## src/assert_macros.svh

```systemverilog
// Assertion macros used by the top-level RTL file.
`ifndef ASSERT_MACROS_SVH
`define ASSERT_MACROS_SVH
`ifndef NO_ASSERTIONS
`define ASSERT_IMPLY(label, clk, rst_n, ante, cons) \
  label: assert property (@(posedge clk) disable iff (!rst_n) (ante) |-> (cons)) \
    else $error("assertion failed");
`define ASSERT_NEXT(label, clk, rst_n, ante, cons) \
  label: assert property (@(posedge clk) disable iff (!rst_n) (ante) |=> (cons)) \
    else $error("assertion failed");
`else
`define ASSERT_IMPLY(label, clk, rst_n, ante, cons)
`define ASSERT_NEXT(label, clk, rst_n, ante, cons)
`endif
`endif

```

## src/dlgf_pkg.sv

```systemverilog
// Types and constants of the depth line gap fill block.
package dlgf_pkg;

  localparam int DEPTH_W = 16;
  localparam int GAP_W = 7;
  localparam int CNT_W = 6;
  localparam int QUEUE_DEPTH = 4;
  localparam int DEF_MAX_GAP_LIMIT = 64;
  localparam int DEF_DEPTH_BITS = 16;

  typedef enum logic [0:0] {
    REG_FILL_ENABLE = 1'b0,
    REG_MAX_GAP     = 1'b1
  } reg_idx_t;

  typedef struct packed {
    logic             fill_enable;
    logic [GAP_W-1:0] lim;
  } cfg_t;

  typedef struct packed {
    logic [CNT_W-1:0]   zeros;
    logic               fill;
    logic               has_px;
    logic               last;
    logic [DEPTH_W-1:0] anchor;
    logic [DEPTH_W-1:0] px;
    logic [GAP_W-1:0]   gap_len;
  } cmd_t;

  typedef enum logic [2:0] {
    BK_IDLE,
    BK_ZERO,
    BK_DIV,
    BK_FILL,
    BK_PIX
  } bk_state_t;

endpackage

```

## src/dlgf_front.sv

```systemverilog
// Front end: tracks anchor and held zeros, turns pixels into commands; zeros held inside a gap push none.
module dlgf_front #(
  parameter int DEPTH_BITS = dlgf_pkg::DEF_DEPTH_BITS
) (
  input  logic                         clk,
  input  logic                         rst_n,
  input  dlgf_pkg::cfg_t               cfg,
  input  logic                         in_valid,
  output logic                         in_ready,
  input  logic [dlgf_pkg::DEPTH_W-1:0] depth_in,
  input  logic                         line_end,
  input  logic                         q_full,
  output logic                         push,
  output dlgf_pkg::cmd_t               cmd
);
  import dlgf_pkg::*;

  logic               anchor_valid_r, anchor_valid_nxt;
  logic [DEPTH_W-1:0] anchor_value_r, anchor_value_nxt;
  logic [CNT_W-1:0]   zero_count_r, zero_count_nxt;

  logic [DEPTH_W-1:0] px;
  logic [CNT_W-1:0]   cnt1;
  logic [GAP_W-1:0]   cnt1_dist;
  logic [GAP_W-1:0]   gap_len;

  assign in_ready  = !q_full;
  assign px        = DEPTH_W'(depth_in[DEPTH_BITS-1:0]);
  assign cnt1      = zero_count_r + CNT_W'(1);
  assign cnt1_dist = GAP_W'(cnt1) + GAP_W'(1);
  assign gap_len   = GAP_W'(zero_count_r) + GAP_W'(1);

  always_comb begin
    anchor_valid_nxt = anchor_valid_r;
    anchor_value_nxt = anchor_value_r;
    zero_count_nxt   = zero_count_r;
    push             = 1'b0;
    cmd.zeros        = '0;
    cmd.fill         = 1'b0;
    cmd.has_px       = 1'b0;
    cmd.last         = line_end;
    cmd.anchor       = anchor_value_r;
    cmd.px           = px;
    cmd.gap_len      = gap_len;
    if (in_valid && in_ready) begin
      push = 1'b1;
      if (!cfg.fill_enable) begin
        cmd.zeros        = zero_count_r;
        cmd.has_px       = 1'b1;
        anchor_valid_nxt = 1'b0;
        zero_count_nxt   = '0;
      end else if (px == '0) begin
        if (!anchor_valid_r) begin
          cmd.zeros      = zero_count_r;
          cmd.has_px     = 1'b1;
          zero_count_nxt = '0;
        end else if (line_end || cnt1_dist >= cfg.lim) begin
          cmd.zeros        = cnt1;
          anchor_valid_nxt = 1'b0;
          zero_count_nxt   = '0;
        end else begin
          push           = 1'b0;
          zero_count_nxt = cnt1;
        end
      end else begin
        if (anchor_valid_r && gap_len > GAP_W'(1) && gap_len < cfg.lim) begin
          cmd.fill = 1'b1;
        end else begin
          cmd.zeros = zero_count_r;
        end
        cmd.has_px       = 1'b1;
        anchor_valid_nxt = 1'b1;
        anchor_value_nxt = px;
        zero_count_nxt   = '0;
      end
      if (line_end) begin
        anchor_valid_nxt = 1'b0;
        zero_count_nxt   = '0;
      end
    end
  end

  always_ff @(posedge clk) begin
    if (!rst_n) begin
      anchor_valid_r <= 1'b0;
      zero_count_r   <= '0;
    end else begin
      anchor_valid_r <= anchor_valid_nxt;
      zero_count_r   <= zero_count_nxt;
    end
  end

  always_ff @(posedge clk) begin
    anchor_value_r <= anchor_value_nxt;
  end

endmodule

```

## src/dlgf_fifo.sv

```systemverilog
// Small command queue between front and back end.
module dlgf_fifo #(
  parameter int DEPTH = dlgf_pkg::QUEUE_DEPTH
) (
  input  logic           clk,
  input  logic           rst_n,
  input  logic           push,
  input  dlgf_pkg::cmd_t cmd_in,
  output logic           full,
  input  logic           pop,
  output logic           empty,
  output dlgf_pkg::cmd_t cmd_out
);
  import dlgf_pkg::*;

  localparam int PW = (DEPTH > 1) ? $clog2(DEPTH) : 1;
  localparam int CW = $clog2(DEPTH + 1);

  cmd_t            mem_r [DEPTH];
  logic [PW-1:0]   wr_ptr_r, wr_ptr_nxt;
  logic [PW-1:0]   rd_ptr_r, rd_ptr_nxt;
  logic [CW-1:0]   count_r, count_nxt;
  logic            do_push, do_pop;

  assign full    = (count_r == CW'(DEPTH));
  assign empty   = (count_r == '0);
  assign do_push = push && !full;
  assign do_pop  = pop && !empty;
  assign cmd_out = mem_r[rd_ptr_r];

  always_comb begin
    wr_ptr_nxt = wr_ptr_r;
    rd_ptr_nxt = rd_ptr_r;
    count_nxt  = count_r;
    if (do_push) begin
      wr_ptr_nxt = (wr_ptr_r == PW'(DEPTH - 1)) ? '0 : wr_ptr_r + PW'(1);
    end
    if (do_pop) begin
      rd_ptr_nxt = (rd_ptr_r == PW'(DEPTH - 1)) ? '0 : rd_ptr_r + PW'(1);
    end
    if (do_push && !do_pop) begin
      count_nxt = count_r + CW'(1);
    end else if (do_pop && !do_push) begin
      count_nxt = count_r - CW'(1);
    end
  end

  always_ff @(posedge clk) begin
    if (!rst_n) begin
      wr_ptr_r <= '0;
      rd_ptr_r <= '0;
      count_r  <= '0;
    end else begin
      wr_ptr_r <= wr_ptr_nxt;
      rd_ptr_r <= rd_ptr_nxt;
      count_r  <= count_nxt;
    end
  end

  always_ff @(posedge clk) begin
    if (do_push) begin
      mem_r[wr_ptr_r] <= cmd_in;
    end
  end

endmodule

```

## src/dlgf_div.sv

```systemverilog
// Restoring divider for the gradient: floor division of a signed difference by the gap.
module dlgf_div #(
  parameter int DW = dlgf_pkg::DEF_DEPTH_BITS,
  parameter int GW = dlgf_pkg::GAP_W
) (
  input  logic          clk,
  input  logic          rst_n,
  input  logic          start,
  input  logic [DW-1:0] mag,
  input  logic          neg,
  input  logic [GW-1:0] divisor,
  output logic          done,
  output logic [DW:0]   qd,
  output logic [GW-1:0] rd
);

  localparam int CW = $clog2(DW + 1);

  logic          busy_r;
  logic          done_r;
  logic [CW-1:0] cnt_r;
  logic [DW-1:0] dvd_r;
  logic [GW-1:0] rem_r;
  logic [GW-1:0] dsr_r;
  logic          neg_r;

  logic [GW:0]   rem_sh;
  logic          ge;
  logic [GW:0]   rem_sub;

  assign rem_sh  = {rem_r, dvd_r[DW-1]};
  assign ge      = rem_sh >= {1'b0, dsr_r};
  assign rem_sub = rem_sh - {1'b0, dsr_r};
  assign done    = done_r;

  always_comb begin
    if (!neg_r) begin
      qd = {1'b0, dvd_r};
      rd = rem_r;
    end else if (rem_r != '0) begin
      qd = ~{1'b0, dvd_r};
      rd = dsr_r - rem_r;
    end else begin
      qd = ~{1'b0, dvd_r} + (DW + 1)'(1);
      rd = '0;
    end
  end

  always_ff @(posedge clk) begin
    if (!rst_n) begin
      busy_r <= 1'b0;
      done_r <= 1'b0;
      cnt_r  <= '0;
    end else begin
      done_r <= busy_r && (cnt_r == CW'(1));
      if (start) begin
        busy_r <= 1'b1;
        cnt_r  <= CW'(DW);
      end else if (busy_r) begin
        cnt_r <= cnt_r - CW'(1);
        if (cnt_r == CW'(1)) begin
          busy_r <= 1'b0;
        end
      end
    end
  end

  always_ff @(posedge clk) begin
    if (start) begin
      dvd_r <= mag;
      rem_r <= '0;
      dsr_r <= divisor;
      neg_r <= neg;
    end else if (busy_r) begin
      dvd_r <= {dvd_r[DW-2:0], ge};
      rem_r <= ge ? rem_sub[GW-1:0] : rem_sh[GW-1:0];
    end
  end

endmodule

```

## src/dlgf_back.sv

```systemverilog
// Back end: plays out zero runs, interpolated runs and pixels into the output register.
module dlgf_back #(
  parameter int DEPTH_BITS = dlgf_pkg::DEF_DEPTH_BITS
) (
  input  logic                         clk,
  input  logic                         rst_n,
  input  logic                         q_empty,
  input  dlgf_pkg::cmd_t               q_head,
  output logic                         pop,
  output logic                         out_valid,
  input  logic                         out_ready,
  output logic [dlgf_pkg::DEPTH_W-1:0] out_depth_out,
  output logic                         out_was_filled,
  output logic                         out_line_last,
  output logic                         out_run_last
);
  import dlgf_pkg::*;

  bk_state_t          state_r, state_nxt;
  cmd_t               cmd_r, cmd_nxt;
  logic [CNT_W-1:0]   zcnt_r, zcnt_nxt;
  logic [GAP_W-1:0]   left_r, left_nxt;
  logic [DEPTH_W-1:0] q_r, q_nxt;
  logic [GAP_W-1:0]   r_r, r_nxt;
  logic [DEPTH_W:0]   qd_r, qd_nxt;
  logic [GAP_W-1:0]   rd_r, rd_nxt;

  logic               out_valid_r;
  logic [DEPTH_W-1:0] out_depth_r;
  logic               out_filled_r, out_line_r, out_run_r;

  logic               can_emit, emit;
  logic [DEPTH_W-1:0] emit_depth;
  logic               emit_filled, emit_line, emit_run;

  logic [DEPTH_W:0]      diff;
  logic [DEPTH_W:0]      diff_mag;
  logic                  div_start, div_done;
  logic [DEPTH_BITS:0]   div_qd;
  logic [GAP_W-1:0]      div_rd;

  logic [GAP_W:0]     r_sum, r_sub;
  logic               wrap;
  logic [DEPTH_W:0]   q_sum;

  assign diff     = {1'b0, q_head.px} - {1'b0, q_head.anchor};
  assign diff_mag = diff[DEPTH_W] ? (~diff + (DEPTH_W + 1)'(1)) : diff;

  dlgf_div #(
    .DW (DEPTH_BITS),
    .GW (GAP_W)
  ) u_div (
    .clk     (clk),
    .rst_n   (rst_n),
    .start   (div_start),
    .mag     (diff_mag[DEPTH_BITS-1:0]),
    .neg     (diff[DEPTH_W]),
    .divisor (q_head.gap_len),
    .done    (div_done),
    .qd      (div_qd),
    .rd      (div_rd)
  );

  assign r_sum = {1'b0, r_r} + {1'b0, rd_r};
  assign wrap  = r_sum >= {1'b0, cmd_r.gap_len};
  assign r_sub = r_sum - {1'b0, cmd_r.gap_len};
  assign q_sum = {1'b0, q_r} + qd_r + {{DEPTH_W{1'b0}}, wrap};

  assign can_emit = !out_valid_r || out_ready;

  always_comb begin
    state_nxt   = state_r;
    cmd_nxt     = cmd_r;
    zcnt_nxt    = zcnt_r;
    left_nxt    = left_r;
    q_nxt       = q_r;
    r_nxt       = r_r;
    qd_nxt      = qd_r;
    rd_nxt      = rd_r;
    pop         = 1'b0;
    div_start   = 1'b0;
    emit        = 1'b0;
    emit_depth  = '0;
    emit_filled = 1'b0;
    emit_line   = 1'b0;
    emit_run    = 1'b0;
    unique case (state_r)
      BK_IDLE: begin
        if (!q_empty) begin
          pop      = 1'b1;
          cmd_nxt  = q_head;
          zcnt_nxt = q_head.zeros;
          if (q_head.zeros != '0) begin
            state_nxt = BK_ZERO;
          end else if (q_head.fill) begin
            div_start = 1'b1;
            state_nxt = BK_DIV;
          end else begin
            state_nxt = BK_PIX;
          end
        end
      end
      BK_ZERO: begin
        if (can_emit) begin
          emit      = 1'b1;
          emit_run  = (zcnt_r == CNT_W'(1)) && !cmd_r.has_px;
          emit_line = emit_run && cmd_r.last;
          zcnt_nxt  = zcnt_r - CNT_W'(1);
          if (zcnt_r == CNT_W'(1)) begin
            state_nxt = cmd_r.has_px ? BK_PIX : BK_IDLE;
          end
        end
      end
      BK_DIV: begin
        if (div_done) begin
          q_nxt     = cmd_r.anchor;
          r_nxt     = '0;
          qd_nxt    = (DEPTH_W + 1)'($signed(div_qd));
          rd_nxt    = div_rd;
          left_nxt  = cmd_r.gap_len - GAP_W'(1);
          state_nxt = BK_FILL;
        end
      end
      BK_FILL: begin
        if (can_emit) begin
          emit        = 1'b1;
          emit_depth  = q_sum[DEPTH_W-1:0];
          emit_filled = 1'b1;
          q_nxt       = q_sum[DEPTH_W-1:0];
          r_nxt       = wrap ? r_sub[GAP_W-1:0] : r_sum[GAP_W-1:0];
          left_nxt    = left_r - GAP_W'(1);
          if (left_r == GAP_W'(1)) begin
            state_nxt = BK_PIX;
          end
        end
      end
      BK_PIX: begin
        if (can_emit) begin
          emit       = 1'b1;
          emit_depth = cmd_r.px;
          emit_run   = 1'b1;
          emit_line  = cmd_r.last;
          state_nxt  = BK_IDLE;
        end
      end
      default: begin
        state_nxt = BK_IDLE;
      end
    endcase
  end

  always_ff @(posedge clk) begin
    if (!rst_n) begin
      state_r     <= BK_IDLE;
      out_valid_r <= 1'b0;
    end else begin
      state_r <= state_nxt;
      if (emit) begin
        out_valid_r <= 1'b1;
      end else if (out_ready) begin
        out_valid_r <= 1'b0;
      end
    end
  end

  always_ff @(posedge clk) begin
    cmd_r  <= cmd_nxt;
    zcnt_r <= zcnt_nxt;
    left_r <= left_nxt;
    q_r    <= q_nxt;
    r_r    <= r_nxt;
    qd_r   <= qd_nxt;
    rd_r   <= rd_nxt;
    if (emit) begin
      out_depth_r  <= emit_depth;
      out_filled_r <= emit_filled;
      out_line_r   <= emit_line;
      out_run_r    <= emit_run;
    end
  end

  assign out_valid      = out_valid_r;
  assign out_depth_out  = out_depth_r;
  assign out_was_filled = out_filled_r;
  assign out_line_last  = out_line_r;
  assign out_run_last   = out_run_r;

endmodule

```

## src/depth_line_gap_fill.sv

```systemverilog
// Top level of the depth line gap fill block: registers, front end, queue, back end.
//
//   channel | direction | handshake            | payload
//   in      | input     | in_valid / in_ready  | in_depth_in, in_line_end
//   out     | output    | out_valid / out_ready| out_depth_out, out_was_filled,
//           |           |                      | out_line_last, out_run_last
//   cfg     | input     | cfg_valid / cfg_ready| cfg_index, cfg_data
//
// The front end takes one pixel per cycle while the four-entry command queue is not full.
// The back end pops a command only in its idle state, then emits its results one per cycle
// while the output is not stalled; a filled gap of dist first waits for the serial divider,
// then emits its dist - 1 fill values before the pixel.
// Reset is synchronous; state and config registers are reset and the queue is empty after it.
// A stalled output holds the back end; the front end stalls once the queue is full.
module depth_line_gap_fill #(
  parameter int MAX_GAP_LIMIT = dlgf_pkg::DEF_MAX_GAP_LIMIT,
  parameter int DEPTH_BITS    = dlgf_pkg::DEF_DEPTH_BITS
) (
  input  logic                         clk,
  input  logic                         rst_n,
  input  logic                         in_valid,
  output logic                         in_ready,
  input  logic [dlgf_pkg::DEPTH_W-1:0] in_depth_in,
  input  logic                         in_line_end,
  output logic                         out_valid,
  input  logic                         out_ready,
  output logic [dlgf_pkg::DEPTH_W-1:0] out_depth_out,
  output logic                         out_was_filled,
  output logic                         out_line_last,
  output logic                         out_run_last,
  input  logic                         cfg_valid,
  output logic                         cfg_ready,
  input  logic [0:0]                   cfg_index,
  input  logic [dlgf_pkg::GAP_W-1:0]   cfg_data
);
  import dlgf_pkg::*;

  logic             fill_enable_r;
  logic [GAP_W-1:0] max_gap_r;
  cfg_t             cfg;

  logic q_full, q_empty, push, pop;
  cmd_t cmd_in, cmd_head;

  assign cfg_ready       = 1'b1;
  assign cfg.fill_enable = fill_enable_r;
  assign cfg.lim         = (max_gap_r < GAP_W'(MAX_GAP_LIMIT)) ? max_gap_r
                                                                : GAP_W'(MAX_GAP_LIMIT);

  always_ff @(posedge clk) begin
    if (!rst_n) begin
      fill_enable_r <= 1'b0;
      max_gap_r     <= GAP_W'(1);
    end else if (cfg_valid && cfg_ready) begin
      unique case (reg_idx_t'(cfg_index))
        REG_FILL_ENABLE: fill_enable_r <= cfg_data[0];
        REG_MAX_GAP:     max_gap_r     <= cfg_data;
      endcase
    end
  end

  dlgf_front #(
    .DEPTH_BITS (DEPTH_BITS)
  ) u_front (
    .clk      (clk),
    .rst_n    (rst_n),
    .cfg      (cfg),
    .in_valid (in_valid),
    .in_ready (in_ready),
    .depth_in (in_depth_in),
    .line_end (in_line_end),
    .q_full   (q_full),
    .push     (push),
    .cmd      (cmd_in)
  );

  dlgf_fifo #(
    .DEPTH (QUEUE_DEPTH)
  ) u_fifo (
    .clk     (clk),
    .rst_n   (rst_n),
    .push    (push),
    .cmd_in  (cmd_in),
    .full    (q_full),
    .pop     (pop),
    .empty   (q_empty),
    .cmd_out (cmd_head)
  );

  dlgf_back #(
    .DEPTH_BITS (DEPTH_BITS)
  ) u_back (
    .clk            (clk),
    .rst_n          (rst_n),
    .q_empty        (q_empty),
    .q_head         (cmd_head),
    .pop            (pop),
    .out_valid      (out_valid),
    .out_ready      (out_ready),
    .out_depth_out  (out_depth_out),
    .out_was_filled (out_was_filled),
    .out_line_last  (out_line_last),
    .out_run_last   (out_run_last)
  );

`include "assert_macros.svh"

  `ASSERT_IMPLY(a_line_last_ends_run, clk, rst_n, out_valid && out_line_last, out_run_last)
  `ASSERT_IMPLY(a_fill_not_last, clk, rst_n, out_valid && out_was_filled, !out_run_last)
  `ASSERT_IMPLY(a_fill_nonzero, clk, rst_n, out_valid && out_was_filled, out_depth_out != '0)
  `ASSERT_NEXT(a_fill_then_more, clk, rst_n, out_valid && out_ready && out_was_filled, out_valid)

endmodule
```

## config.mk

```make
export PLATFORM = sky130hd
export DESIGN_NAME = depth_line_gap_fill
export DESIGN_NICKNAME = d
export VERILOG_FILES = /design/src/dlgf_pkg.sv /design/src/dlgf_front.sv /design/src/dlgf_fifo.sv /design/src/dlgf_div.sv /design/src/dlgf_back.sv /design/src/depth_line_gap_fill.sv
export VERILOG_INCLUDE_DIRS = /design/src /design/src/src
export SDC_FILE = /design/constraint.sdc
export NUM_CORES = 1
export LEC_CHECK = 0
export ABC_AREA = 1
export BUFFER_PORTS_ARGS = -buffer_cell sky130_fd_sc_hd__buf_2
export CORE_ASPECT_RATIO = 1.25
export CORE_MARGIN = 4
export CORE_UTILIZATION = 50
export CTS_CLUSTER_DIAMETER = 120
export DETAILED_ROUTE_END_ITERATION = 16
export PLACE_DENSITY = 0.66
export SLEW_MARGIN = 0
export SYNTH_ARGS = -nofsm -noshare
export SYNTH_HDL_FRONTEND = slang
export SYNTH_HIERARCHICAL = 1
export SYNTH_SLANG_ARGS = --single-unit
```

## constraint.sdc

```tcl
create_clock -name clk -period 8.67 [get_ports clk]
set_input_delay 0 -clock clk [delete_from_list [all_inputs] [get_ports clk]]
set_output_delay 0 -clock clk [all_outputs]
set_load 0.05 [all_outputs]
```

## Yosys cells after proc, flatten, opt, wreduce, memory -nomap -nowiden

Memories as Yosys holds them, arrays and structs flattened. A register that Yosys moved wholly into a read port is not among the register bits.
Cells that the tools add are included.

| word-level totals | value |
|---|---|
| flip-flop bits (word level) | 199 |
| latch bits | 0 |
| memory bits (writable) | 192 |
| memory bits (read-only) | 0 |
| input port bits | 30 |
| output and inout port bits | 22 |
| logic and storage cells | 212 |
| memories | 1 |

Memories:

| memory | depth | bits a word | rd ports | clocked after Yosys merged registers in | write ports | line | text |
|---|---|---|---|---|---|---|---|
| u_fifo.mem_r | 4 | 48 | 1 | 1 | 1 | dlgf_fifo.sv:19 | `cmd_t mem_r [DEPTH];` |

| operators by class | value |
|---|---|
| add/subtract/negate cells | 20 |
| $mul | 0 |
| div/mod/pow operators | 0 |
| order comparisons | 6 |
| eq/ne operators | 17 |
| shifts and indexed selects | 0 |
| muxes and demuxes | 91 |
| bitwise operators | 6 |
| reductions and logical operators | 38 |

Operator list:

| kind | number |
|---|---|
| $mux W16 | 9 |
| $mux W6 | 12 |
| $pmux W16 S2 | 2 |
| $mux W7 | 9 |
| $mux W3 | 12 |
| $mux W1 | 34 |
| $add A16 B1 Y16 const B | 2 |
| $not A16 Y16 | 2 |
| $pmux W7 S2 | 2 |
| $sub A7 B7 Y7 | 3 |
| $sub A16 B16 Y17 | 1 |
| $add A16 B1 Y16 | 1 |
| $add A16 B16 Y16 | 1 |
| $ge A8 B7 Y1 | 2 |
| $logic_not A16 Y1 | 1 |
| $pmux W3 S5 | 1 |
| $add A6 B1 Y7 const B | 2 |
| $sub A7 B1 Y7 const B | 2 |
| $pmux W6 S2 | 1 |
| $logic_and A1 B1 Y1 | 10 |
| $mux W5 | 2 |
| $ne A2 B1 Y1 const B | 5 |
| $reduce_bool A2 Y1 | 5 |
| $reduce_and A3 Y1 | 3 |
| other kinds (32) | 54 |

## Logic depth before layout (Yosys ltp)

Gate-level depths: netlist of the first run.

| logic depth | value |
|---|---|
| depth in word-level cells | 14 |
| mapped depth | 28 |

## Hierarchy

The synthesis of the first run kept the hierarchy.

Modules (own cells, without submodules):

| module | instances | cells an instance | area each (µm²) |
|---|---|---|---|
| dlgf_fifo | 1 | 537 | 7674.9 |
| dlgf_back | 1 | 861 | 7627.3 |
| dlgf_div | 1 | 400 | 2829.0 |
| dlgf_front | 1 | 258 | 1958.1 |
| depth_line_gap_fill | 1 | 52 | 380.4 |

## Worst setup path before layout of the first run

Ideal clock, no wire load.

| timing path | value |
|---|---|
| path kind | flip-flop to flip-flop |
| from | reg u_front.zero_count_r[0] |
| to | mem u_fifo/mem_r[0][0] in the netlist's numbering (enable) |
| arrival time | 4.464 ns |
| required time | 8.216 ns |
| path slack | 3.752 ns |
| stages on the path, launching flop included | 16 |
| cells stage by stage | dfxtp_1 -> buf_4 -> inv_2 -> ha_1 -> nand3_1 -> nor3_2 -> xor2_1 -> ha_1 -> nand2_1 -> nor2_1 -> nand2_1 -> nand3_2 -> inv_1 -> a31oi_1 -> nand2_1 -> nor2_1 |

| between the ends | value |
|---|---|
| cells in the longest elaborated chain, start to end | 12 |

Ends and longest elaborated chain:

| what | line | text |
|---|---|---|
| start: declaration | dlgf_front.sv:20 | `logic [CNT_W-1:0] zero_count_r, zero_count_nxt;` |
| start signal: assignment | dlgf_front.sv:89 | `zero_count_r <= zero_count_nxt;` |
| $add A6 B1 Y6 | dlgf_front.sv:29 | `assign cnt1 = zero_count_r + CNT_W'(1);` |
| $add A6 B1 Y7 | dlgf_front.sv:30 | `assign cnt1_dist = GAP_W'(cnt1) + GAP_W'(1);` |
| $ge A7 B7 Y1 | dlgf_front.sv:57 | `end else if (line_end \|\| cnt1_dist >= cfg.lim) begin` |
| $logic_or A1 B1 Y1 | dlgf_front.sv:57 |  |
| $mux W1 | dlgf_front.sv:57 |  |
| $mux W1 | dlgf_front.sv:53 | `if (!anchor_valid_r) begin` |
| $mux W1 | dlgf_front.sv:52 | `end else if (px == '0) begin` |
| $mux W1 | dlgf_front.sv:47 | `if (!cfg.fill_enable) begin` |
| $mux W1 | dlgf_front.sv:45 | `if (in_valid && in_ready) begin` |
| net push | depth_line_gap_fill.sv:42 | `logic q_full, q_empty, push, pop;` |
| $logic_and A1 B1 Y1 | dlgf_fifo.sv:27 | `assign do_push = push && !full;` |
| $mux W1 | dlgf_fifo.sv:61 | `if (do_push) begin` |
| $mux W1 (not written as such) | dlgf_fifo.sv:62 | `mem_r[wr_ptr_r] <= cmd_in;` |
| end: declaration | dlgf_fifo.sv:19 |  |

The timed path passes the listed nets, and every way through them passes these cells.

## Final worst setup path of the first run

| timing path | value |
|---|---|
| from | reg u_back.r_r[0] |
| to | reg u_back.out_depth_r[14] (netlist: u_back/out_depth_out[14]), data pin |

| between the ends | value |
|---|---|
| cells in the longest elaborated chain, start to end | 5 |

Ends and longest elaborated chain:

| what | line | text |
|---|---|---|
| start: declaration | dlgf_back.sv:24 | `logic [GAP_W-1:0] r_r, r_nxt;` |
| start signal: assignment | dlgf_back.sv:171 | `r_r <= r_nxt;` |
| $add A7 B7 Y8 | dlgf_back.sv:64 | `assign r_sum = {1'b0, r_r} + {1'b0, rd_r};` |
| $ge A8 B7 Y1 | dlgf_back.sv:65 | `assign wrap = r_sum >= {1'b0, cmd_r.gap_len};` |
| $add A16 B1 Y16 | dlgf_back.sv:67 | `assign q_sum = {1'b0, q_r} + qd_r + {{DEPTH_W{1'b0}}, wrap};` |
| $mux W16 | dlgf_back.sv:125 | `if (can_emit) begin` |
| $pmux W16 S2 | dlgf_back.sv:87 | `unique case (state_r)` |
| net u_back.emit_depth[14] | dlgf_back.sv:33 | `logic [DEPTH_W-1:0] emit_depth;` |
| end signal: assignment | dlgf_back.sv:175 | `out_depth_r <= emit_depth;` |
| end: declaration | dlgf_back.sv:29 | `logic [DEPTH_W-1:0] out_depth_r;` |

The timed path passes the listed nets, and every way through them passes these cells.
A chain may end at the register's enable or synchronous reset.

==> key figures, run 1 <==
Critical path
  • Critical path class: reg -> reg
  • Critical Path AT: 5.19 ns
  • Crit start category: flop
  • Reg2Reg Depth: 26
  • Flop-to-flop setup slack: 3.78 ns
  • RR Startpoint: u_back/r_r[0]$_SDFFCE_PN0P_
  • R2r endpoint: u_back/out_depth_out[14]$_DFFE_PP_
  • Largest fanout on the critical path: 14
  • CP Capture Type: flop
  • Required time of the critical path: 8.97 ns

Layout
  • Commonest non-fill, non-tap cells in the layout: 428 x nand2_1, 351 x edfxtp_1, 250 x inv_1
  • Area Overhead vs Synth: 11.49%
  • Commonest non-fill, non-tap cell in the layout: nand2_1
  • Fraction of final layout cells sized beyond drive strength 1: 10.40%
  • Ant. Diodes: 0
  • Final net count: 2307

Clock network
  • Clk root buf: clkbuf_16
  • Clock buffer depth: 3
  • CTS buffer count: 41
  • CTS tree: yes
  • # clock sinks: 393
  • H-Tree Depth: 2
  • Worst-skew pair later-pin latency: 0.55 ns
  • Clock slew at the register clock pins of the worst setup and hold paths: 0.06 ns

Route
  • Routed WL: 45200 um
  • Drt drc: 0
  • WL per Instance: 16.39 um
  • Vias per cell: 5.273
  • DR vias: 14543
  • Initial drt markers: 901
  • Routed Antenna Nets: 0
  • Iteration count of the initial detailed-routing pass: 6

Yosys
  • Avg Cell Area, Syn: 9.718 sq um
  • YS warnings: 6
  • Post-Syn Nets: 2232
  • Cells after synthesis: 2105
  • Synthesized cell area: 0.02046 sq mm

Outcome
  • Status: finished, final reports clean

Floorplanning
  • Die ar.: 0.04423 sq mm
  • Starting Density: 50.86%
  • I/O pins: 52
  • Die W: 188.9 um
  • Die Ht: 234.1 um
  • Row count: 82
  • Core area: 0.04022 sq mm

Worst hold path
  • Hold Path Stages: 2
  • Hold-critical path endpoint: u_fifo/mem_r[1][21]$_DFFE_PP_
  • Hold crit path type: in -> reg
  • Hold Crit Start: in_depth_in[14]

STA
  • Relative slew margins: 19.84%
  • Fmax achieved: 204.3 MHz
  • Final min period: 4.894 ns
  • Worst hold margin: 0.2328 ns
  • Worst Setup Slack, final: 3.776 ns
  • Final setup vio count: 0
  • Final hold vios: 0
  • Worst clock skew: 0.01080 ns
  • Slew Limit Fails: 0
  • Final worst-path cycle share: 56.45%
  • Actual slew at the worst max-slew pin: 1.201 ns
  • RSZ-0062 raised after global routing: false
  • Setup TNS: 0 ns

Pwr
  • LEAKAGE: 9.433 nW
  • Peak supply drop: 0.2009 mV
  • PwrDens: 377.5 mW/mm^2

GRT
  • Vias in the first global route: 14352
  • Global route overflow: 0
  • Antenna violations before repair: 0
  • Tot GR Track Use: 20.40%
  • Largest net degree at the start of global routing: 97
  • First-pass GRT wire length: 72360 um

Placed design
  • Gp weighted congestion: 0.8957
  • Hpwl dp: 30870 um
  • Setup Slack @ Placement: 3.823 ns
  • IO Port Bufs: 50

Flow run
  • Max-cap viol count: 0
-- metrics by stage --
step | utilization [%] | std cells | area, sq um | total power, W
2_1_floorplan | - | 2105 | 20460 | 0.005968
3_3_place_gp | 52.16 | 2638 | 20980 | 0.006733
3_5_place_dp | 52.16 | 2638 | 20980 | 0.006829
4_1_cts | 56.70 | 2758 | 22810 | 0.008660
5_1_grt | 56.70 | 2758 | 22810 | 0.009301
6_report | 56.70 | 2758 | 22810 | 0.008610
-- area by class of cell --
class                   instances  area [sq um]
clock inverters                27         316.6
multi-input cells            1376          7586
fillers                      3510         17410
flip-flops and latches        393         11380
well taps                     546         683.2
repair buffers                106         783.3
clock buffers                  48          1062
inverters                     262         992.2
-- worst max-delay path, cell delays in order (launching register included) --
cell and delay (ns):
edfxtp_1 0.36, ha_1 0.23, fa_1 0.41, xor2_1 0.20, ha_1 0.38, nand3_1 0.12
nand2_1 0.09, nand2_1 0.06, nand2_1 0.07, a21oi_2 0.06, o21ai_1 0.10, nand2_2 0.08
nand3_2 0.22, inv_1 0.18, fa_1 0.44, fa_1 0.42, nand3b_1 0.17, nand2_1 0.11
nand2_1 0.06, nand2_1 0.05, o21ai_0 0.17, o21bai_1 0.28, nand2_1 0.12, nand2_1 0.08
nand2_1 0.06, nand3_1 0.07, nand2_1 0.05
-- power breakdown --
part	switching (W)	leakage (nW)	internal, W
clock network	0.000732	0.665	0.00107
registers	0.000153	3.61	0.00257
logic	0.00282	5.16	0.00127
total	0.00370	9.43	0.00491
-- sequential cells by signal, indices dropped and copies added (netlist names), 2 cells and up, named ones only --
register and count:
u_back/out_depth_out 16, u_back/left_r 7, u_back/r_r 7, u_back/rd_r 7, u_fifo/rd_ptr_r 2, u_back/zcnt_r 6, u_back/u_div/cnt_r 5, u_back/u_div/dvd_r 16
u_back/q_r 16, u_fifo/mem_r 192, u_back/qd_r 16, u_fifo/count_r 3, u_front/zero_count_r 6, u_fifo/wr_ptr_r 2, u_back/cmd_r 41, u_back/u_div/dsr_r 7
u_front/anchor_value_r 16, u_back/state_r 3, max_gap_r 7, u_back/u_div/rem_r 7
-- layer usage --
metal,vias up,track usage [%],wire length [um]
met2,301,36.08,22320
li1,7235,-,-
met4,0,7.904,1678
met3,94,2.889,1804
met1,6913,25.48,19390
met5,-,0,0
-- how the worst max path moves through the flow --
| stage | from | endpoint | cells after the start |
|---|---|---|---|
| floorplan | u_front/zero_count_r[0]$_SDFFE_PN0P_ | u_fifo/mem_r[0][0]$_DFFE_PP_ | 15 |
| global placement | u_back/r_r[0]$_SDFFCE_PN0P_ | u_back/out_depth_out[14]$_DFFE_PP_ | 26 |
| detailed placement | u_back/r_r[0]$_SDFFCE_PN0P_ | u_back/q_r[14]$_DFFE_PP_ | 26 |
| finish | u_back/r_r[0]$_SDFFCE_PN0P_ | u_back/out_depth_out[14]$_DFFE_PP_ | 26 |
| global route | u_back/r_r[2]$_SDFFCE_PN0P_ | u_back/q_r[14]$_DFFE_PP_ | 27 |
| CTS | u_back/r_r[0]$_SDFFCE_PN0P_ | u_back/q_r[14]$_DFFE_PP_ | 26 |
-- what timing repair did --
action | in CTS | in global routing
gates resized for setup | 0 | 0
setup endpoints to repair | 0 | 0
endpoints found under the hold margin | 114 | 0
setup buffers | 0 | 0
hold buffers | 45 | 0
Note: power is estimated with default switching activity, not from simulation.
==> run 2, diff against run 1 <==
ABC_AREA = 0   (was 1)
clock period = 4.85 ns   (was 8.67 ns; I/O delays follow)
==> run 2 against run 1 <==
  * Count of clock-buffer cells in the layout rose by 6
  * Critical path depth fell by 5
  * Sequential share of layout area rose by 1.4 points
  * Clock skew rose by 0.0052 ns
  * Synthesized cell count fell by 32%
  * Cell count fell by 24%
  * Largest cell class unchanged
==> key figures, run 2 <==
STA
  • Worst hold margin: 0.04038 ns (-0.1924 ns)
  • Fmax achieved: 209.9 MHz (+2.7%)
  • Final hold vios: 0 (unchanged)
  • Slew Limit Fails: 0 (unchanged)
  • Actual slew at the worst max-slew pin: 1.104 ns (-0.09718 ns)
  • Relative slew margins: 26.33% (+6.5 points)
  • Final setup vio count: 0 (unchanged)
  • Worst clock skew: 0.01595 ns (+0.005151 ns)
  • RSZ-0062 raised after global routing: true
  • Final worst-path cycle share: 98.25% (+42 points)
  • Final min period: 4.765 ns (-0.1293 ns)

GRT
  • First-pass GRT wire length: 63420 um (-12%)
  • Global route overflow: 0 (unchanged)
  • Antenna violations before repair: 0 (unchanged)
  • Tot GR Track Use: 18.93% (-1.5 points)
  • Vias in the first global route: 11717 (-18%)
  • Largest net degree at the start of global routing: 42 (-57%)

Layout
  • Largest regs: u_fifo/mem_r: 192 flops, u_back/cmd_r: 41 flops
  • Ant. Diodes: 0 (unchanged)
  • Final net count: 1688 (-27%)
  • Max reg flops: 192 (unchanged)
  • Top reg by flops: u_fifo/mem_r
  • Area Overhead vs Synth: 14.71%
  • Commonest non-fill, non-tap cells in the layout: 351 x edfxtp_1, 91 x nand2_1, 88 x inv_1, 88 x nor2_1, 88 x ha_1
  • Finished Layout Cells: 2083 (-24%)
  • Fraction of final layout cells sized beyond drive strength 1: 18.73% (+8.3 points)
  • Commonest non-fill, non-tap cell in the layout: edfxtp_1

Critical path
  • Delay-heaviest family, CP: compound AO/OA/AOI/OAI gates
  • Cell Chain, Critical Path: buf_6 > fa_2 > xor2_2 > ha_1 > a21o_1 > a21o_1 > a21o_1 > a211oi_2 > o21a_1 > o21ai_2 > inv_2 > fa_2 > fa_2 > nor2b_2 > o31a_1 > o211ai_1 > a21oi_2 > o31ai_2 > o21ai_1 > xor2_1 > mux2_2
  • Largest fanout on the critical path: 2 (-12)
  • Max stage delay cell, worst path: edfxtp_1
  • Reg2Reg Depth: 21 (-19%)
  • Critical path buffers and inverters: 2 (+1)
  • Crit start category: flop
  • Worst setup startpoint: u_back/r_r[1]$_SDFFCE_PN0P_
  • RR Startpoint: u_back/r_r[1]$_SDFFCE_PN0P_
  • Critical path class: reg -> reg
  • Flop-to-flop setup slack: 0.09 ns (-3.69 ns)
  • CP Capture Type: flop
  • Critical Path AT: 5.07 ns (-0.12 ns)
  • Max incr delay on CP: 0.41 ns (-0.03 ns)
  • Required time of the critical path: 5.16 ns (-3.81 ns)
  • R2r endpoint: u_back/q_r[14]$_DFFE_PP_

Pwr
  • LEAKAGE: 7.964 nW (-16%)
  • P_int: 0.008164 W (+66%)
  • PwrDens: 559.7 mW/mm^2 (+48%)
  • Tot Pwr: 0.01242 W (+44%)
  • Combinational fraction of design power: 36.4% (-11 points)
  • Clock power share: 25.1% (+4.2 points)
  • Switching Share: 34.28% (-8.7 points)
  • NetSw: 0.004258 W (+15%)
  • Peak supply drop: 0.4067 mV (+100%)
  • Fraction of power consumed by sequential logic: 38.5% (+6.9 points)

Clock network
  • # clock sinks: 393 (unchanged)
  • Clock buffer depth: 3 (unchanged)
  • Clk root buf: clkbuf_16
  • Clock slew at the register clock pins of the worst setup and hold paths: 0.06 ns (about the same)
  • CTS tree: yes
  • CTS buffer count: 41 (unchanged)
  • H-Tree Depth: 2 (unchanged)
  • Worst-skew pair later-pin latency: 0.55 ns (about the same)

Route
  • Vias per cell: 5.608 (+6.3%)
  • DR vias: 11681 (-20%)
  • Initial drt markers: 767 (-15%)
  • Iteration count of the initial detailed-routing pass: 5 (-1)
  • Routed Antenna Nets: 0 (unchanged)
  • WL per Instance: 18.95 um (+16%)
  • Routed WL: 39470 um (-13%)
  • Drt drc: 0 (unchanged)

Floorplanning
  • Die Ht: 227.9 um (-2.7%)
  • Core area: 0.03824 sq mm (-4.9%)
  • Starting Density: 50.60% (-0.26 points)
  • I/O pins: 52 (unchanged)
  • Row count: 80 (-2.4%)
  • Die W: 183.9 um (-2.6%)
  • Die ar.: 0.04193 sq mm (-5.2%)

Worst hold path
  • Hold Path Stages: 3 (+1)
  • Hold crit path type: in -> reg
  • Hold Crit Start: rst_n
  • Hold-critical path endpoint: u_back/state_r[1]$_SDFFE_PN0P_

Placed design
  • IO Port Bufs: 50 (unchanged)
  • Gp weighted congestion: 0.8550 (-4.5%)
  • Hpwl dp: 27210 um (-12%)
  • Placed insts: 1962 (-26%)

Yosys
  • Synthesized cell area: 0.01935 sq mm (-5.4%)
  • YS warnings: 6 (unchanged)
  • Avg Cell Area, Syn: 13.46 sq um (+39%)
  • Cells after synthesis: 1437 (-32%)
  • Post-Syn Nets: 1564 (-30%)

Flow run
  • Max-cap viol count: 0 (unchanged)

Outcome
  • Status: finished, final reports clean
==> run 2: what timing repair did <==
action	in CTS	in global routing
pin swaps	5	13
hold buffers	41	0
buffers inserted	1	6
endpoints found under the hold margin	95	0
setup endpoints to repair	4	10
gates resized for setup	8	9
==> run 2: worst max path at each step <==
stage	end	slack (ns)	cells after the start
after global routing	u_back/q_r[14]$_DFFE_PP_	-0.11	21
after detailed placement	u_back/q_r[14]$_DFFE_PP_	-0.20	23
after floorplan	u_back/q_r[14]$_DFFE_PP_	0.08	23
final	u_back/q_r[14]$_DFFE_PP_	0.09	21
after global placement	u_back/q_r[14]$_DFFE_PP_	-0.09	20
after CTS	u_back/q_r[14]$_DFFE_PP_	0.009	23
==> run 2: final cells by class <==
class	instances	area (sq um)
Sequential cell	393	11390
Fill cell	3042	16040
Clock buffer	54	1105
Tap cell	492	615.6
Multi-Input combinational cell	895	7353
Timing Repair Buffer	141	1152
Inverter	89	334.1
Clock inverter	19	246.5
==> run 2: metrics by stage <==
stage	util [%]	TNS (ns)	area, sq um	worst slack [ns]
after floorplan	-	0	19360	0.07866
after global placement	53.14	-0.1191	20320	-0.09313
after detailed placement	53.14	-0.5391	20320	-0.1976
after CTS	57.85	0	22120	0.009353
after global routing	58.04	-0.2975	22190	-0.1076
final	58.04	0	22190	0.08506
==> run 2: routing by layer <==
| metal | routed length (um) | vias up | GRT usage, % | share of wire, % |
|---|---|---|---|---|
| met5 | 0 | - | 0 | 0 |
| met4 | 702 | 0 | 4.669 | 1.8 |
| met3 | 1778 | 53 | 2.565 | 4.5 |
| met2 | 19350 | 246 | 31.16 | 49 |
| met1 | 17640 | 5736 | 26.87 | 45 |
| li1 | - | 5646 | - | - |
==> run 2: power by group through the flow <==
stage | clock, W | sequential, W | combinational [W]
floorplan | 0 | 0.00491 | 0.00328
global placement | 0 | 0.00484 | 0.00438
detailed placement | 0 | 0.00486 | 0.00445
CTS | 0.00320 | 0.00479 | 0.00452
global route | 0.00335 | 0.00484 | 0.00500
finish | 0.00312 | 0.00479 | 0.00452
==> run 2: worst min-delay path: cells and delay by family <==
family | cells | cell delay [ns]
buf+inv | 1 | 0.32
simple gates | 2 | 0.18
==> run 3, diff against run 2 <==
CORE_MARGIN = 2   (was 4)
clock period = 4.4 ns   (was 4.85 ns; I/O delays follow)
==> run 3 against run 2 <==
  * The flow now finishes with violations (negative setup slack)
  * Non-clock buffer count grew 16
  * Worst setup slack lost 0.33 ns
  * Via count grew 1.3%
  * Maximum frequency grew 2.6%
  * Sequential share of layout area shrank 0.17 points
  * First-iteration DRC count grew 0.39%
  * Cell count grew 0.77%
  * Sequential power grew 10%
  * Global-route usage grew 0.76 points
  * Count of clock-buffer cells in the layout shrank 2
  * Critical endpoint is now u_back/q_r[12]$_DFFE_PP_
  * Highest routed layer unchanged
==> key figures, run 3 (same netlist as run 2, synthesis figures left out) <==
Floorplanning
  • Die Ht: 223.9 um (-1.8%)
  • Die ar.: 0.04029 sq mm (-3.9%)
  • Die W: 179.9 um (-2.2%)
  • Starting Density: 50.73% (+0.13 points)
  • I/O pins: 52 (unchanged)
  • Core area: 0.03814 sq mm (-0.26%)
  • Row count: 80 (unchanged)

STA
  • Slew Limit Fails: 0 (unchanged)
  • Relative slew margins: 32.11% (+5.8 points)
  • RSZ-0062 raised after global routing: true
  • Final min period: 4.645 ns (-0.1204 ns)
  • Worst clock skew: 0.01728 ns (+0.001329 ns)
  • Final hold vios: 0 (unchanged)
  • Worst Setup Slack, final: -0.2446 ns (-0.3296 ns)
  • Actual slew at the worst max-slew pin: 1.017 ns (-0.08661 ns)
  • Final setup vio count: 8 (+8)
  • Final worst-path cycle share: 105.6% (+7.3 points)
  • Worst hold margin: 0.07744 ns (+0.03705 ns)
  • Fmax achieved: 215.3 MHz (+2.6%)

Clock network
  • H-Tree Depth: 2 (unchanged)
  • # clock sinks: 393 (unchanged)
  • Clk root buf: clkbuf_16
  • Worst-skew pair later-pin latency: 0.55 ns (about the same)
  • CTS buffer count: 40 (-2.4%)
  • CTS tree: yes
  • Clock slew at the register clock pins of the worst setup and hold paths: 0.06 ns (about the same)
  • Clock buffer depth: 3 (unchanged)

Route
  • DR vias: 11832 (+1.3%)
  • Iteration count of the initial detailed-routing pass: 5 (unchanged)
  • Initial drt markers: 770 (+0.39%)
  • Vias per cell: 5.637 (+0.52%)
  • WL per Instance: 18.85 um (-0.53%)
  • Routed WL: 39560 um (+0.24%)
  • Drt drc: 0 (unchanged)
  • Routed Antenna Nets: 0 (unchanged)

Worst hold path
  • Hold crit path type: in -> reg
  • Hold Path Stages: 5 (+2)
  • Hold-critical path endpoint: u_front/anchor_valid_r$_SDFFE_PN0P_
  • Hold Crit Start: in_valid

Critical path
  • Flop-to-flop setup slack: -0.24 ns (-0.33 ns)
  • Largest fanout on the critical path: 2 (unchanged)
  • Top cell by count, worst path: a21oi_2
  • R2r endpoint: u_back/q_r[12]$_DFFE_PP_
  • CP Capture Type: flop
  • Cell Chain, Critical Path: ha_2 > buf_4 > a21o_1 > a21oi_2 > o21bai_1 > a21oi_2 > xnor2_1 > ha_1 > nand4_1 > nor2_1 > a211oi_2 > o21a_1 > o21ai_4 > inv_2 > fa_2 > fa_2 > nor2b_2 > o31a_1 > o211ai_1 > a21oi_2 > o31ai_2 > buf_4 > xnor2_2 > mux2_4
  • Max incr delay on CP: 0.38 ns (-0.03 ns)
  • Max stage delay cell, worst path: edfxtp_1
  • Critical Path AT: 4.94 ns (-0.13 ns)
  • RR Startpoint: u_back/rd_r[0]$_DFFE_PP_
  • Required time of the critical path: 4.70 ns (-0.46 ns)
  • Critical path buffers and inverters: 3 (+1)
  • Critical path class: reg -> reg
  • Delay-heaviest family, CP: compound AO/OA/AOI/OAI gates
  • Crit start category: flop
  • Reg2Reg Depth: 24 (+14%)

Outcome
  • Failing checks: negative setup slack
  • Status: finished, violations left

GRT
  • First-pass GRT wire length: 63210 um (-0.34%)
  • Vias in the first global route: 11818 (+0.86%)
  • Antenna violations before repair: 0 (unchanged)
  • Global route overflow: 0 (unchanged)
  • Tot GR Track Use: 19.69% (+0.76 points)
  • Largest net degree at the start of global routing: 49 (+17%)

Placed design
  • Placed insts: 1973 (+0.56%)
  • Hpwl dp: 27290 um (+0.26%)
  • IO Port Bufs: 50 (unchanged)
  • Setup Slack @ Placement: -0.4275 ns (-0.2300 ns)
  • Gp weighted congestion: 0.8824 (+3.2%)

Flow run
  • Max-cap viol count: 0 (unchanged)

Layout
  • Commonest non-fill, non-tap cell in the layout: edfxtp_1
  • Final net count: 1703 (+0.89%)
  • Ant. Diodes: 0 (unchanged)
  • Top reg by flops: u_fifo/mem_r
  • Commonest non-fill, non-tap cells in the layout: 351 x edfxtp_1, 91 x nand2_1, 88 x nor2_1, 88 x ha_1, 87 x inv_1
  • Filler cells: 2956 (-2.8%)
  • Area Overhead vs Synth: 15.09%
  • Max reg flops: 192 (unchanged)
  • Finished Layout Cells: 2099 (+0.77%)
  • Fraction of final layout cells sized beyond drive strength 1: 19.79% (+1.1 points)
  • Largest regs: u_fifo/mem_r: 192 flops, u_back/cmd_r: 41 flops
  • Core Util, Final: 58.39% (+0.35 points)

Pwr
  • Peak supply drop: 0.5693 mV (+40%)
  • Tot Pwr: 0.01370 W (+10%)
  • LEAKAGE: 8.006 nW (+0.53%)
  • PwrDens: 615.3 mW/mm^2 (+9.9%)
run 3: cell types whose count changed in the layout (fill, tap and decap cells not counted), moves of 3 or more:
cell      delta
a21oi_1      -4
a21oi_2      +4
buf_12       -4
buf_4       +21
clkbuf_8     -3
clkinv_1     +7
clkinv_2     -4
mux2_2       -3
mux2_4       +3
o21ai_0      -3
run 3: how the worst max path moves through the flow:
stage,start,endpoint,cells past startpoint
after CTS,u_back/rd_r[0]$_DFFE_PP_,u_back/q_r[14]$_DFFE_PP_,22
after global placement,u_back/r_r[0]$_SDFFCE_PN0P_,u_back/q_r[14]$_DFFE_PP_,21
final,u_back/rd_r[0]$_DFFE_PP_,u_back/q_r[12]$_DFFE_PP_,24
after global routing,u_back/r_r[0]$_SDFFCE_PN0P_,u_back/q_r[14]$_DFFE_PP_,22
after detailed placement,u_back/rd_r[0]$_DFFE_PP_,u_back/q_r[14]$_DFFE_PP_,21
after floorplan,u_back/r_r[0]$_SDFFCE_PN0P_,u_back/q_r[14]$_DFFE_PP_,21
run 3: cell type report:
cell class                      instances  area (sq um)  share of cell area, %
Sequential cell                       393         11390                  51.13
Multi-Input combinational cell        895          7465                  33.52
Timing Repair Buffer                  157          1219                  5.473
Clock buffer                           52          1046                  4.698
Tap cell                              492         615.6                  2.765
Inverter                               89         334.1                  1.500
Clock inverter                         21         201.4                 0.9047
run 3: per-stage QoR:
step | TNS [ns] | area, sq um
4_1_cts | -1.498 | 22140
5_1_grt | -3.828 | 22270
3_5_place_dp | -2.511 | 20390
2_1_floorplan | -0.3355 | 19400
3_3_place_gp | -1.423 | 20390
6_report | -1.068 | 22270
run 3: what timing repair did:
action,in CTS,in global routing
endpoints found under the setup margin,13,32
gates resized for setup,9,16
hold buffers,41,0
endpoints found under the hold margin,95,0
pin swaps,19,25
gates cloned,0,0
setup buffers,6,6
run 3: where the power goes:
| group | leakage [nW] | switching [W] | internal [W] |
|---|---|---|---|
| logic | 3.83 | 0.00305 | 0.00213 |
| clock network | 0.606 | 0.00137 | 0.00187 |
| registers | 3.57 | 0.000329 | 0.00495 |
run 3: layer usage:
metal | up-vias | GRT usage (%) | share of wire [%]
li1 | 5665 | - | -
met1 | 5851 | 26.91 | 45
met2 | 261 | 33.51 | 49
met3 | 55 | 2.650 | 4.0
met4 | 0 | 4.957 | 2.1
met5 | - | 0 | 0
run 3: worst min-delay path, delay by kind of cell:
kind	cells	cell delay, ns
AND/OR/NAND/NOR	3	0.39
AO/OA/AOI/OAI	1	0.07
buffers and inverters	1	0.11
